[src/sv/imts_pkg.sv]
package imts_pkg;

	typedef enum logic [1:0] {
		MODE_IDLE = 2'd0,
		MODE_TX   = 2'd1,
		MODE_RX   = 2'd2
	} mode_t;

	typedef enum logic [1:0] {
		PH_ADDR = 2'd0,
		PH_LEN  = 2'd1,
		PH_DATA = 2'd2
	} phase_t;

	typedef enum logic [2:0] {
		FIN_NONE    = 3'd0,
		FIN_DONE    = 3'd1,
		FIN_NAK     = 3'd2,
		FIN_HW      = 3'd3,
		FIN_INVALID = 3'd4,
		FIN_BUSY    = 3'd5
	} finish_t;

	localparam logic [1:0] CMD_START_RD = 2'd0;
	localparam logic [1:0] CMD_START_WR = 2'd1;
	localparam logic [1:0] CMD_EVENT    = 2'd2;

	typedef struct packed {
		logic [1:0] command;
		logic [6:0] slave_addr;
		logic       use_addr;
		logic       use_len;
		logic [7:0] reg_addr;
		logic [7:0] length;
		logic       txis;
		logic       tc;
		logic       tcr;
		logic       rxne;
		logic       bus_fault;
		logic [7:0] data_byte;
	} in_item_t;

	typedef struct packed {
		logic       program_res;
		logic [7:0] nbytes;
		logic       rd_wrn;
		logic       reload;
		logic       autoend;
		logic       gen_start;
		logic [6:0] slave_out;
		logic       tx_valid;
		logic [7:0] tx_byte;
		logic       buf_valid;
		logic [7:0] buf_index;
		finish_t    finish_code;
	} out_item_t;

endpackage

[src/sv/imts_if.sv]
interface imts_in_if import imts_pkg::*; ();
	logic     valid;
	logic     ready;
	in_item_t data;

	modport source (output valid, output data, input ready);
	modport sink (input valid, input data, output ready);
endinterface

interface imts_out_if import imts_pkg::*; ();
	logic      valid;
	logic      ready;
	out_item_t data;

	modport source (output valid, output data, input ready);
	modport sink (input valid, input data, output ready);
endinterface

[src/sv/i2c_master_transaction_sequencer.sv]
// Pipeline: each item passes through the input register, then the result register.
// Throughput: one item per cycle while rsp.ready holds; the phase machine state updates as
// an item leaves the input register, so the next item sees it in the following cycle.
// Reset (arst_n low, asynchronous): mode idle, phase ADDR, counters and saved
// transfer fields zero, both pipeline registers empty.
module i2c_master_transaction_sequencer
	import imts_pkg::*;
(
	input  logic      clk,
	input  logic      arst_n,
	imts_in_if.sink   req,
	imts_out_if.source rsp
);

	logic      valid_s1;
	in_item_t  item_s1;
	logic      valid_s2;
	out_item_t res_s2;
	logic      advance;

	mode_t      mode_q, mode_n;
	phase_t     phase_q, phase_n;
	logic [7:0] byte_index_q, byte_index_n;
	logic [7:0] total_bytes_q, total_bytes_n;
	logic [7:0] saved_reg_addr_q, saved_reg_addr_n;
	logic       saved_use_len_q, saved_use_len_n;
	logic [6:0] saved_slave_q, saved_slave_n;
	out_item_t  res;
	logic [7:0] idx_inc;
	logic       is_rd;

	assign advance   = valid_s1 && (!valid_s2 || rsp.ready);
	assign req.ready = !valid_s1 || advance;
	assign rsp.valid = valid_s2;
	assign rsp.data  = res_s2;

	always_ff @(posedge clk or negedge arst_n) begin
		if (!arst_n) begin
			valid_s1 <= 1'b0;
			valid_s2 <= 1'b0;
		end else begin
			if (req.ready)
				valid_s1 <= req.valid;
			if (!valid_s2 || rsp.ready)
				valid_s2 <= valid_s1;
		end
	end

	always_ff @(posedge clk) begin
		if (req.valid && req.ready)
			item_s1 <= req.data;
		if (advance)
			res_s2 <= res;
	end

	always_ff @(posedge clk or negedge arst_n) begin
		if (!arst_n) begin
			mode_q           <= MODE_IDLE;
			phase_q          <= PH_ADDR;
			byte_index_q     <= '0;
			total_bytes_q    <= '0;
			saved_reg_addr_q <= '0;
			saved_use_len_q  <= 1'b0;
			saved_slave_q    <= '0;
		end else if (advance) begin
			mode_q           <= mode_n;
			phase_q          <= phase_n;
			byte_index_q     <= byte_index_n;
			total_bytes_q    <= total_bytes_n;
			saved_reg_addr_q <= saved_reg_addr_n;
			saved_use_len_q  <= saved_use_len_n;
			saved_slave_q    <= saved_slave_n;
		end
	end

	assign idx_inc = byte_index_q + 8'd1;
	assign is_rd   = (item_s1.command == CMD_START_RD);

	always_comb begin
		mode_n           = mode_q;
		phase_n          = phase_q;
		byte_index_n     = byte_index_q;
		total_bytes_n    = total_bytes_q;
		saved_reg_addr_n = saved_reg_addr_q;
		saved_use_len_n  = saved_use_len_q;
		saved_slave_n    = saved_slave_q;
		res              = '0;

		case (item_s1.command)
			CMD_START_RD, CMD_START_WR: begin
				if (mode_q != MODE_IDLE) begin
					res.finish_code = FIN_BUSY;
				end else begin
					saved_slave_n    = item_s1.slave_addr;
					saved_reg_addr_n = item_s1.reg_addr;
					saved_use_len_n  = item_s1.use_len;
					total_bytes_n    = item_s1.length;
					byte_index_n     = '0;
					mode_n           = is_rd ? MODE_RX : MODE_TX;
					res.program_res  = 1'b1;
					res.gen_start    = 1'b1;
					res.slave_out    = item_s1.slave_addr;
					priority if (item_s1.use_addr) begin
						// register address always goes out as a write
						phase_n     = PH_ADDR;
						res.nbytes  = 8'd1;
						res.reload  = !is_rd;
					end else if (item_s1.use_len) begin
						phase_n     = PH_LEN;
						res.nbytes  = 8'd1;
						res.rd_wrn  = is_rd;
						res.reload  = 1'b1;
					end else begin
						phase_n     = PH_DATA;
						res.nbytes  = item_s1.length;
						res.rd_wrn  = is_rd;
						res.autoend = 1'b1;
					end
				end
			end
			CMD_EVENT: begin
				if (item_s1.bus_fault) begin
					res.finish_code = FIN_HW;
					mode_n          = MODE_IDLE;
				end else if (mode_q == MODE_TX) begin
					case (phase_q)
						PH_ADDR: begin
							priority if (item_s1.txis) begin
								res.tx_valid = 1'b1;
								res.tx_byte  = saved_reg_addr_q;
							end else if (item_s1.tcr) begin
								res.program_res = 1'b1;
								res.slave_out   = saved_slave_q;
								if (saved_use_len_q) begin
									phase_n     = PH_LEN;
									res.nbytes  = 8'd1;
									res.reload  = 1'b1;
								end else begin
									phase_n     = PH_DATA;
									res.nbytes  = total_bytes_q;
									res.autoend = 1'b1;
								end
							end else begin
								res.finish_code = FIN_NAK;
								mode_n          = MODE_IDLE;
							end
						end
						PH_LEN: begin
							priority if (item_s1.txis) begin
								res.tx_valid = 1'b1;
								res.tx_byte  = total_bytes_q;
							end else if (item_s1.tcr) begin
								phase_n         = PH_DATA;
								res.program_res = 1'b1;
								res.slave_out   = saved_slave_q;
								res.nbytes      = total_bytes_q;
								res.autoend     = 1'b1;
							end else begin
								res.finish_code = FIN_NAK;
								mode_n          = MODE_IDLE;
							end
						end
						PH_DATA: begin
							if (item_s1.txis) begin
								res.tx_valid  = 1'b1;
								res.tx_byte   = item_s1.data_byte;
								res.buf_valid = 1'b1;
								res.buf_index = byte_index_q;
								byte_index_n  = idx_inc;
								if (idx_inc >= total_bytes_q) begin
									res.finish_code = FIN_DONE;
									mode_n          = MODE_IDLE;
								end
							end else begin
								res.finish_code = FIN_NAK;
								mode_n          = MODE_IDLE;
							end
						end
						default: ;
					endcase
				end else if (mode_q == MODE_RX) begin
					case (phase_q)
						PH_ADDR: begin
							priority if (item_s1.txis) begin
								res.tx_valid = 1'b1;
								res.tx_byte  = saved_reg_addr_q;
							end else if (item_s1.tc) begin
								// repeated start, now in the read direction
								res.program_res = 1'b1;
								res.slave_out   = saved_slave_q;
								res.gen_start   = 1'b1;
								res.rd_wrn      = 1'b1;
								if (saved_use_len_q) begin
									phase_n     = PH_LEN;
									res.nbytes  = 8'd1;
									res.reload  = 1'b1;
								end else begin
									phase_n     = PH_DATA;
									res.nbytes  = total_bytes_q;
									res.autoend = 1'b1;
								end
							end else begin
								res.finish_code = FIN_NAK;
								mode_n          = MODE_IDLE;
							end
						end
						PH_LEN: begin
							if (item_s1.rxne) begin
								total_bytes_n   = item_s1.data_byte;
								phase_n         = PH_DATA;
								res.program_res = 1'b1;
								res.slave_out   = saved_slave_q;
								res.nbytes      = item_s1.data_byte;
								res.rd_wrn      = 1'b1;
								res.autoend     = 1'b1;
							end else begin
								res.finish_code = FIN_NAK;
								mode_n          = MODE_IDLE;
							end
						end
						PH_DATA: begin
							if (item_s1.rxne) begin
								res.buf_valid = 1'b1;
								res.buf_index = byte_index_q;
								byte_index_n  = idx_inc;
								if (idx_inc >= total_bytes_q) begin
									res.finish_code = FIN_DONE;
									mode_n          = MODE_IDLE;
								end
							end else begin
								res.finish_code = FIN_NAK;
								mode_n          = MODE_IDLE;
							end
						end
						default: ;
					endcase
				end else begin
					res.finish_code = FIN_INVALID;
					mode_n          = MODE_IDLE;
				end
			end
			default: ;
		endcase
	end

endmodule

[src/flat_wrapper.sv]
// flat-port wrapper written by rule: the top's interface ports become plain ports
module i2c_master_transaction_sequencer_flat import imts_pkg::*;
  (clk, arst_n, req_valid, req_data, req_ready, rsp_valid, rsp_data, rsp_ready);
  imts_in_if req_i ();
  imts_out_if rsp_i ();
  input  logic clk;
  input  logic arst_n;
  input wire logic [$bits(req_i.valid)-1:0] req_valid;
  input wire logic [$bits(req_i.data)-1:0] req_data;
  output wire logic [$bits(req_i.ready)-1:0] req_ready;
  output wire logic [$bits(rsp_i.valid)-1:0] rsp_valid;
  output wire logic [$bits(rsp_i.data)-1:0] rsp_data;
  input wire logic [$bits(rsp_i.ready)-1:0] rsp_ready;
  assign req_i.valid = req_valid;
  assign req_i.data = req_data;
  assign req_ready = req_i.ready;
  assign rsp_valid = rsp_i.valid;
  assign rsp_data = rsp_i.data;
  assign rsp_i.ready = rsp_ready;
  i2c_master_transaction_sequencer u_core (.clk(clk), .arst_n(arst_n), .req(req_i), .rsp(rsp_i));
endmodule
[config.mk]
export PLATFORM = sky130hd
export DESIGN_NAME = i2c_master_transaction_sequencer_flat
export DESIGN_NICKNAME = d
export VERILOG_FILES = /design/src/sv/imts_pkg.sv /design/src/sv/imts_if.sv /design/src/sv/i2c_master_transaction_sequencer.sv /design/src/flat_wrapper.sv
export SDC_FILE = /design/constraint.sdc
export NUM_CORES = 1
export LEC_CHECK = 0
export BUFFER_PORTS_ARGS = -buffer_cell sky130_fd_sc_hd__buf_2
export CAP_MARGIN = 20
export CORE_ASPECT_RATIO = 0.8
export CORE_MARGIN = 2
export CORE_UTILIZATION = 50
export CTS_CLUSTER_SIZE = 10
export DETAILED_ROUTE_END_ITERATION = 10
export PLACE_DENSITY = 0.81
export SLEW_MARGIN = 25
export SYNTH_ARGS = -nofsm -noshare
export SYNTH_HDL_FRONTEND = slang
export SYNTH_SLANG_ARGS = --single-unit
[constraint.sdc]
create_clock -name clk -period 2.57 [get_ports clk]
set_clock_uncertainty 0.1 [all_clocks]
set_input_delay 0.6425 -clock clk [delete_from_list [all_inputs] [get_ports clk]]
set_output_delay 0.6425 -clock clk [all_outputs]
set_load 0.01 [all_outputs]
### Yosys cells after proc, flatten, opt, wreduce, memory -nomap -nowiden

Cells that the tools add are included.
Widths: inputs -> output; s select.

* flip-flop bits (word level): 119
* output and inout bits: 43
* word-level logic and storage cells: 205

* add/sub/neg operators: 1
* order comparisons: 1
* equal/unequal tests: 33
* muxes and demuxes: 116
* bitwise operators: 2
* reductions and logical operators: 19

Operator list (count)
* $mux 8: 16
* $mux 9: 12
* $mux 20: 5
* $mux 38: 2
* $mux 2: 35
* $pmux 20 s2: 1
* $pmux 8 s2: 2
* $mux 28: 1
* $mux 7: 4
* $pmux 9 s3: 1
* $ne 4x4->1 const B: 5
* $pmux 10 s2: 1
* $pmux 2 s2: 5
* $mux 18: 1
* $ne 6x6->1 const B: 3
* $pmux 9 s2: 1
* $mux 1: 16
* $mux 3: 5
* $pmux 7 s2: 1
* $reduce_and 14->1: 1
* $pmux 3 s2: 2
* $mux 10: 1
* $ne 5x5->1 const B: 2
* $reduce_and 10->1: 1
* 26 further kinds: 48

### Logic depth before layout (Yosys ltp)

* depth in word-level cells: 10
* depth in mapped cells: 11
* mapped depth without buffers: 10

### Least setup slack after synthesis

OpenSTA, ideal clock, no wires.

* path type: input -> register
* start: input rsp_ready
* end: register u_core.item_s1[0] (netlist bit) (enable)
* setup time: 401 ps
* data arrival time: 1854 ps
* required time: 2069 ps
* path slack: 215 ps
* stages: 3
* cell sequence: nor2b_1 > nand2_1 > and2_1

* word-level cells in the longest chain between the ends: 4

Ends and longest elaborated chain
* from (decl): line flat_wrapper.sv:13 `input wire logic [$bits(rsp_i.ready)-1:0] rsp_ready;`
* $logic_or 1x1->1: line i2c_master_transaction_sequencer.sv:32 `assign advance = valid_s1 && (!valid_s2 || rsp.ready);`
* $logic_and 1x1->1: line i2c_master_transaction_sequencer.sv:32
* $logic_or 1x1->1: line i2c_master_transaction_sequencer.sv:33 `assign req.ready = !valid_s1 || advance;`
* net req_ready: line flat_wrapper.sv:10 `output wire logic [$bits(req_i.ready)-1:0] req_ready;`
* $logic_and 1x1->1: line i2c_master_transaction_sequencer.sv:50 `if (req.valid && req.ready)`
* to (signal assigned): line i2c_master_transaction_sequencer.sv:51 `item_s1 <= req.data;`
* to (decl): line i2c_master_transaction_sequencer.sv:16 `in_item_t item_s1;`

The timed path passes the listed nets, and every way through them passes these cells.
A chain may end at the register's enable or synchronous reset.

==> results.txt <==
----------------------------------------------------
[Floorplan]
  I/O pin count ... 87
  Effective utilization at floorplan ... 0.514
  Vertical extent of the die ... 95.8 um
  Chip width ... 119 um
  Number of placement rows ... 33
  Die Outline Area ... 11400 sq um
  Core region area ... 10200 sq um

[Drt]
  Router iterations before antenna repair ... 6
  DRC violation total after the first TritonRoute iteration ... 381
  Total via count in the routed design ... 3803
  Drt via density ... 5.74
  DRT antenna net count ... 0
  Final routed DRC violation total ... 0
  Final wirelength ... 11900 um
  Routed WL per cell ... 17.9 um

[Yosys]
  Portion of synthesized cell area occupied by the leading cell type ... 0.462
  Synth Instances ... 407
  Number of enable-type register cells in the synthesized netlist ... 81
  Cell type with the largest total area after synthesis ... edfxtp_1
  Count of distinct cell types in the synthesized netlist ... 51
  Avg Synthesized Cell Area ... 12.9 sq um
  Synthesis-stage register bit count ... 119
  Syn nets ... 464
  Prevailing post-synth register cell ... edfxtp_1
  Main area contributors after synthesis ... edfxtp_1 (46%), dfrtp_1 (18%), a22o_1 (4.7%)
  Share of synthesized area occupied by flip-flops and latches ... 0.642
  Count of warnings emitted by yosys ... 0
  Async SR Flop Fraction ... 0.319
  Mapped cell area ... 5270 sq um

[Run status]
  Status ... complete, no violations

[Layout]
  Top library cells by usage in the layout, fill and taps aside ... buf_2 (86), edfxtp_1 (81), dfrtp_1 (35), nor2_1 (34), a21oi_1 (31)
  Area of combinational cells with multiple inputs ... 1750 sq um
  Diodes inserted ... 0
  Number of nets in the final layout ... 567
  Layout Utilization ... 0.635
  Leading cell type in the layout, fill and taps excluded ... buf_2
  Area taken by flip-flops and latches ... 3390 sq um
  Final-layout fill cell count ... 774
  Share of post-route cells with drive strength above 1 ... 0.302
  Layout-stage area growth over the synthesis result ... 23.3%

[Min path]
  Class of the tightest hold or removal check ... in2async

[Clock network]
  CTS tree ... built
  Worst-case clock buffer depth ... 2
  Number of sinks handled by clock tree synthesis ... 119
  Clk_lat worst skew ... 420 ps
  Reg clk slew, reported paths ... 60 ps
  Number of H-tree levels ... 4
  Hold-fix buffer count after cts ... 0
  Root cell of the clock tree ... clkbuf_16
  Num CTS Buffers ... 17

[Place]
  Final weighted congestion of routability-driven global placement ... 0.895
  Detailed-placement wirelength estimate ... 7940 um
  Quantity of I/O buffers inserted on ports ... 86

[Critical path]
  Element type at the critical path start ... flip-flop
  Worst Path Arrival ... 2460 ps
  Setup crit end kind ... flip-flop
  Worst Path Required ... 2610 ps
  Setup Crit Path Kind ... reg2reg
  Critical path fanouts, max ... 6

[Run]
  Max-cap violations ... 0

[Pwr]
  Power density relative to cell area ... 973 nW/um^2
  Peak ir drop on the vdd network ... 597 uV
  Leakage power summed over all cells ... 2.72 nW

[STA]
  Final setup fails ... 0
  Tightest Pin Transition ... 990 ps
  Relative slew slack ... 0.340
  Final total negative setup slack ... 0 ps
  Share of the clock period used by the worst path after layout ... 0.944
  Fmax ... 412 MHz
  Final Max Tran Viols ... 0
  Final hold violations ... 0
  Fin crit period ... 2430 ps

[Global routing]
  First-pass GRT wire length ... 18900 um
  Total global-route track usage ... 0.221
  Number of global-route vias before repair ... 3661
  Global routing met3 resource utilization ... 0.0675
  Met1 track utilization from global routing ... 0.298
  Maximum number of pins on one net before global-route repair ... 41
  Antenna violations before repair ... 0
  Overflow left after global routing ... 0
  GR Util met2 ... 0.337
  Most used routing layer in global routing ... met2

----------------------------------------------------
==> per-stage QoR <==
stage	setup slack, ps	instances	hold slack [ps]	area (sq um)	total power, mW
2_1_floorplan	215	407	247	5270	3.59
3_3_place_gp	125	630	361	5900	3.94
3_5_place_dp	39.9	630	367	5900	4.03
4_1_cts	21.9	662	36.4	6470	6.31
5_1_grt	-27.7	663	63.2	6500	6.59
6_report	144	663	33.9	6500	6.32
==> sequential cells by signal, indices dropped and copies added (netlist names), 2 cells and up <==
| register | count |
|---|---|
| u_core.byte_index_q | 8 |
| u_core.item_s1 | 40 |
| u_core.mode_q | 2 |
| u_core.phase_q | 2 |
| u_core.rsp.data | 41 |
| u_core.saved_reg_addr_q | 8 |
| u_core.saved_slave_q | 7 |
| u_core.total_bytes_q | 8 |
==> worst max-delay path, cell delays in order, from the launching register on <==
cell and delay (ps):
dfrtp_2 420, ha_4 170, nand3_1 120, nor2_1 150, xor2_1 210, ha_1 280
a21o_1 180, a21oi_1 140, o21ai_1 110, a31oi_1 190, o22ai_1 90
==> final timing paths <==
kind                                                     from                                      to  slack [ps]  cells after the start
max                        u_core.byte_index_q[0]$_DFFE_PN0P_            u_core.rsp.data[0]$_DFFE_PP_         140                     10
min                                                    arst_n     u_core.total_bytes_q[5]$_DFFE_PN0P_          30                      1
max reg2reg                u_core.byte_index_q[0]$_DFFE_PN0P_            u_core.rsp.data[0]$_DFFE_PP_         140                     10
min reg2reg                      u_core.item_s1[24]$_DFFE_PP_  u_core.saved_reg_addr_q[3]$_DFFE_PN0P_         370                      1
max in group asynchronous                              arst_n            u_core.rsp.valid$_DFFE_PN0P_        1660                      2
min in group clk                                 req_data[31]            u_core.item_s1[31]$_DFFE_PP_         300                      1
==> report_power, final <==
group | leakage, nW | internal (mW) | switching, mW | total [mW]
combinational | 1.20 | 0.579 | 0.752 | 1.33
sequential | 1.25 | 2.42 | 0.292 | 2.71
clock | 0.273 | 1.47 | 0.810 | 2.28
total | 2.72 | 4.47 | 1.85 | 6.32
==> area by class of cell <==
cell class	instances	share of cell area
flip-flops and latches	119	0.521
inverters	17	0.00982
well taps	140	0.0270
clock inverters	9	0.0158
repair buffers	100	0.0843
multi-input cells	255	0.270
clock buffers	23	0.0720
==> routing by layer <==
metal	part of all wire	vias to the layer above	wire length [um]
met4	0.016	0	186
met3	0.082	28	969
met1	0.43	1852	5110
met2	0.47	185	5620
met5	0	-	0
li1	-	1738	-
==> synth_stat cells, types with 2 or more instances <==
cell      count
nor3_1        5
inv_1        17
a21o_1        2
nand3_1       6
nor2_1       34
a211oi_1      2
xnor2_1       3
edfxtp_1     81
nand2b_1      8
a22oi_1       9
a22o_1       28
dfrtp_1      38
o21ai_1       2
nor2b_1       5
ha_1         13
a21oi_1      31
and3b_1       2
buf_4         3
and2b_1       2
mux2_2       17
and2_1       10
nand2_1      24
o21a_1        3
clkbuf_1      5
xor2_1        3
nand3b_1      3
o22ai_1       4
a31oi_1      11
o21ai_0       8
buf_2         6
o31ai_1       2
==> logic make-up (layout without fill, tap and decap cells) <==
family | Yosys count | in the layout | synth area share
DFF | 119 | 119 | 0.642
AOI/OAI and AO/OA | 110 | 110 | 0.146
and+or+nand+nor | 108 | 108 | 0.104
xor gates and xnor gates | 6 | 6 | 0.00998
buffers and inverters | 33 | 149 | 0.0285
adders and majority gates | 13 | 13 | 0.0309
muxes | 18 | 18 | 0.0382
==> timing repair <==
action	in CTS	in global routing
gates resized for setup	0	7
buffers inserted	0	1
setup endpoints to repair	0	8
Power figures use the tool's default switching activity.
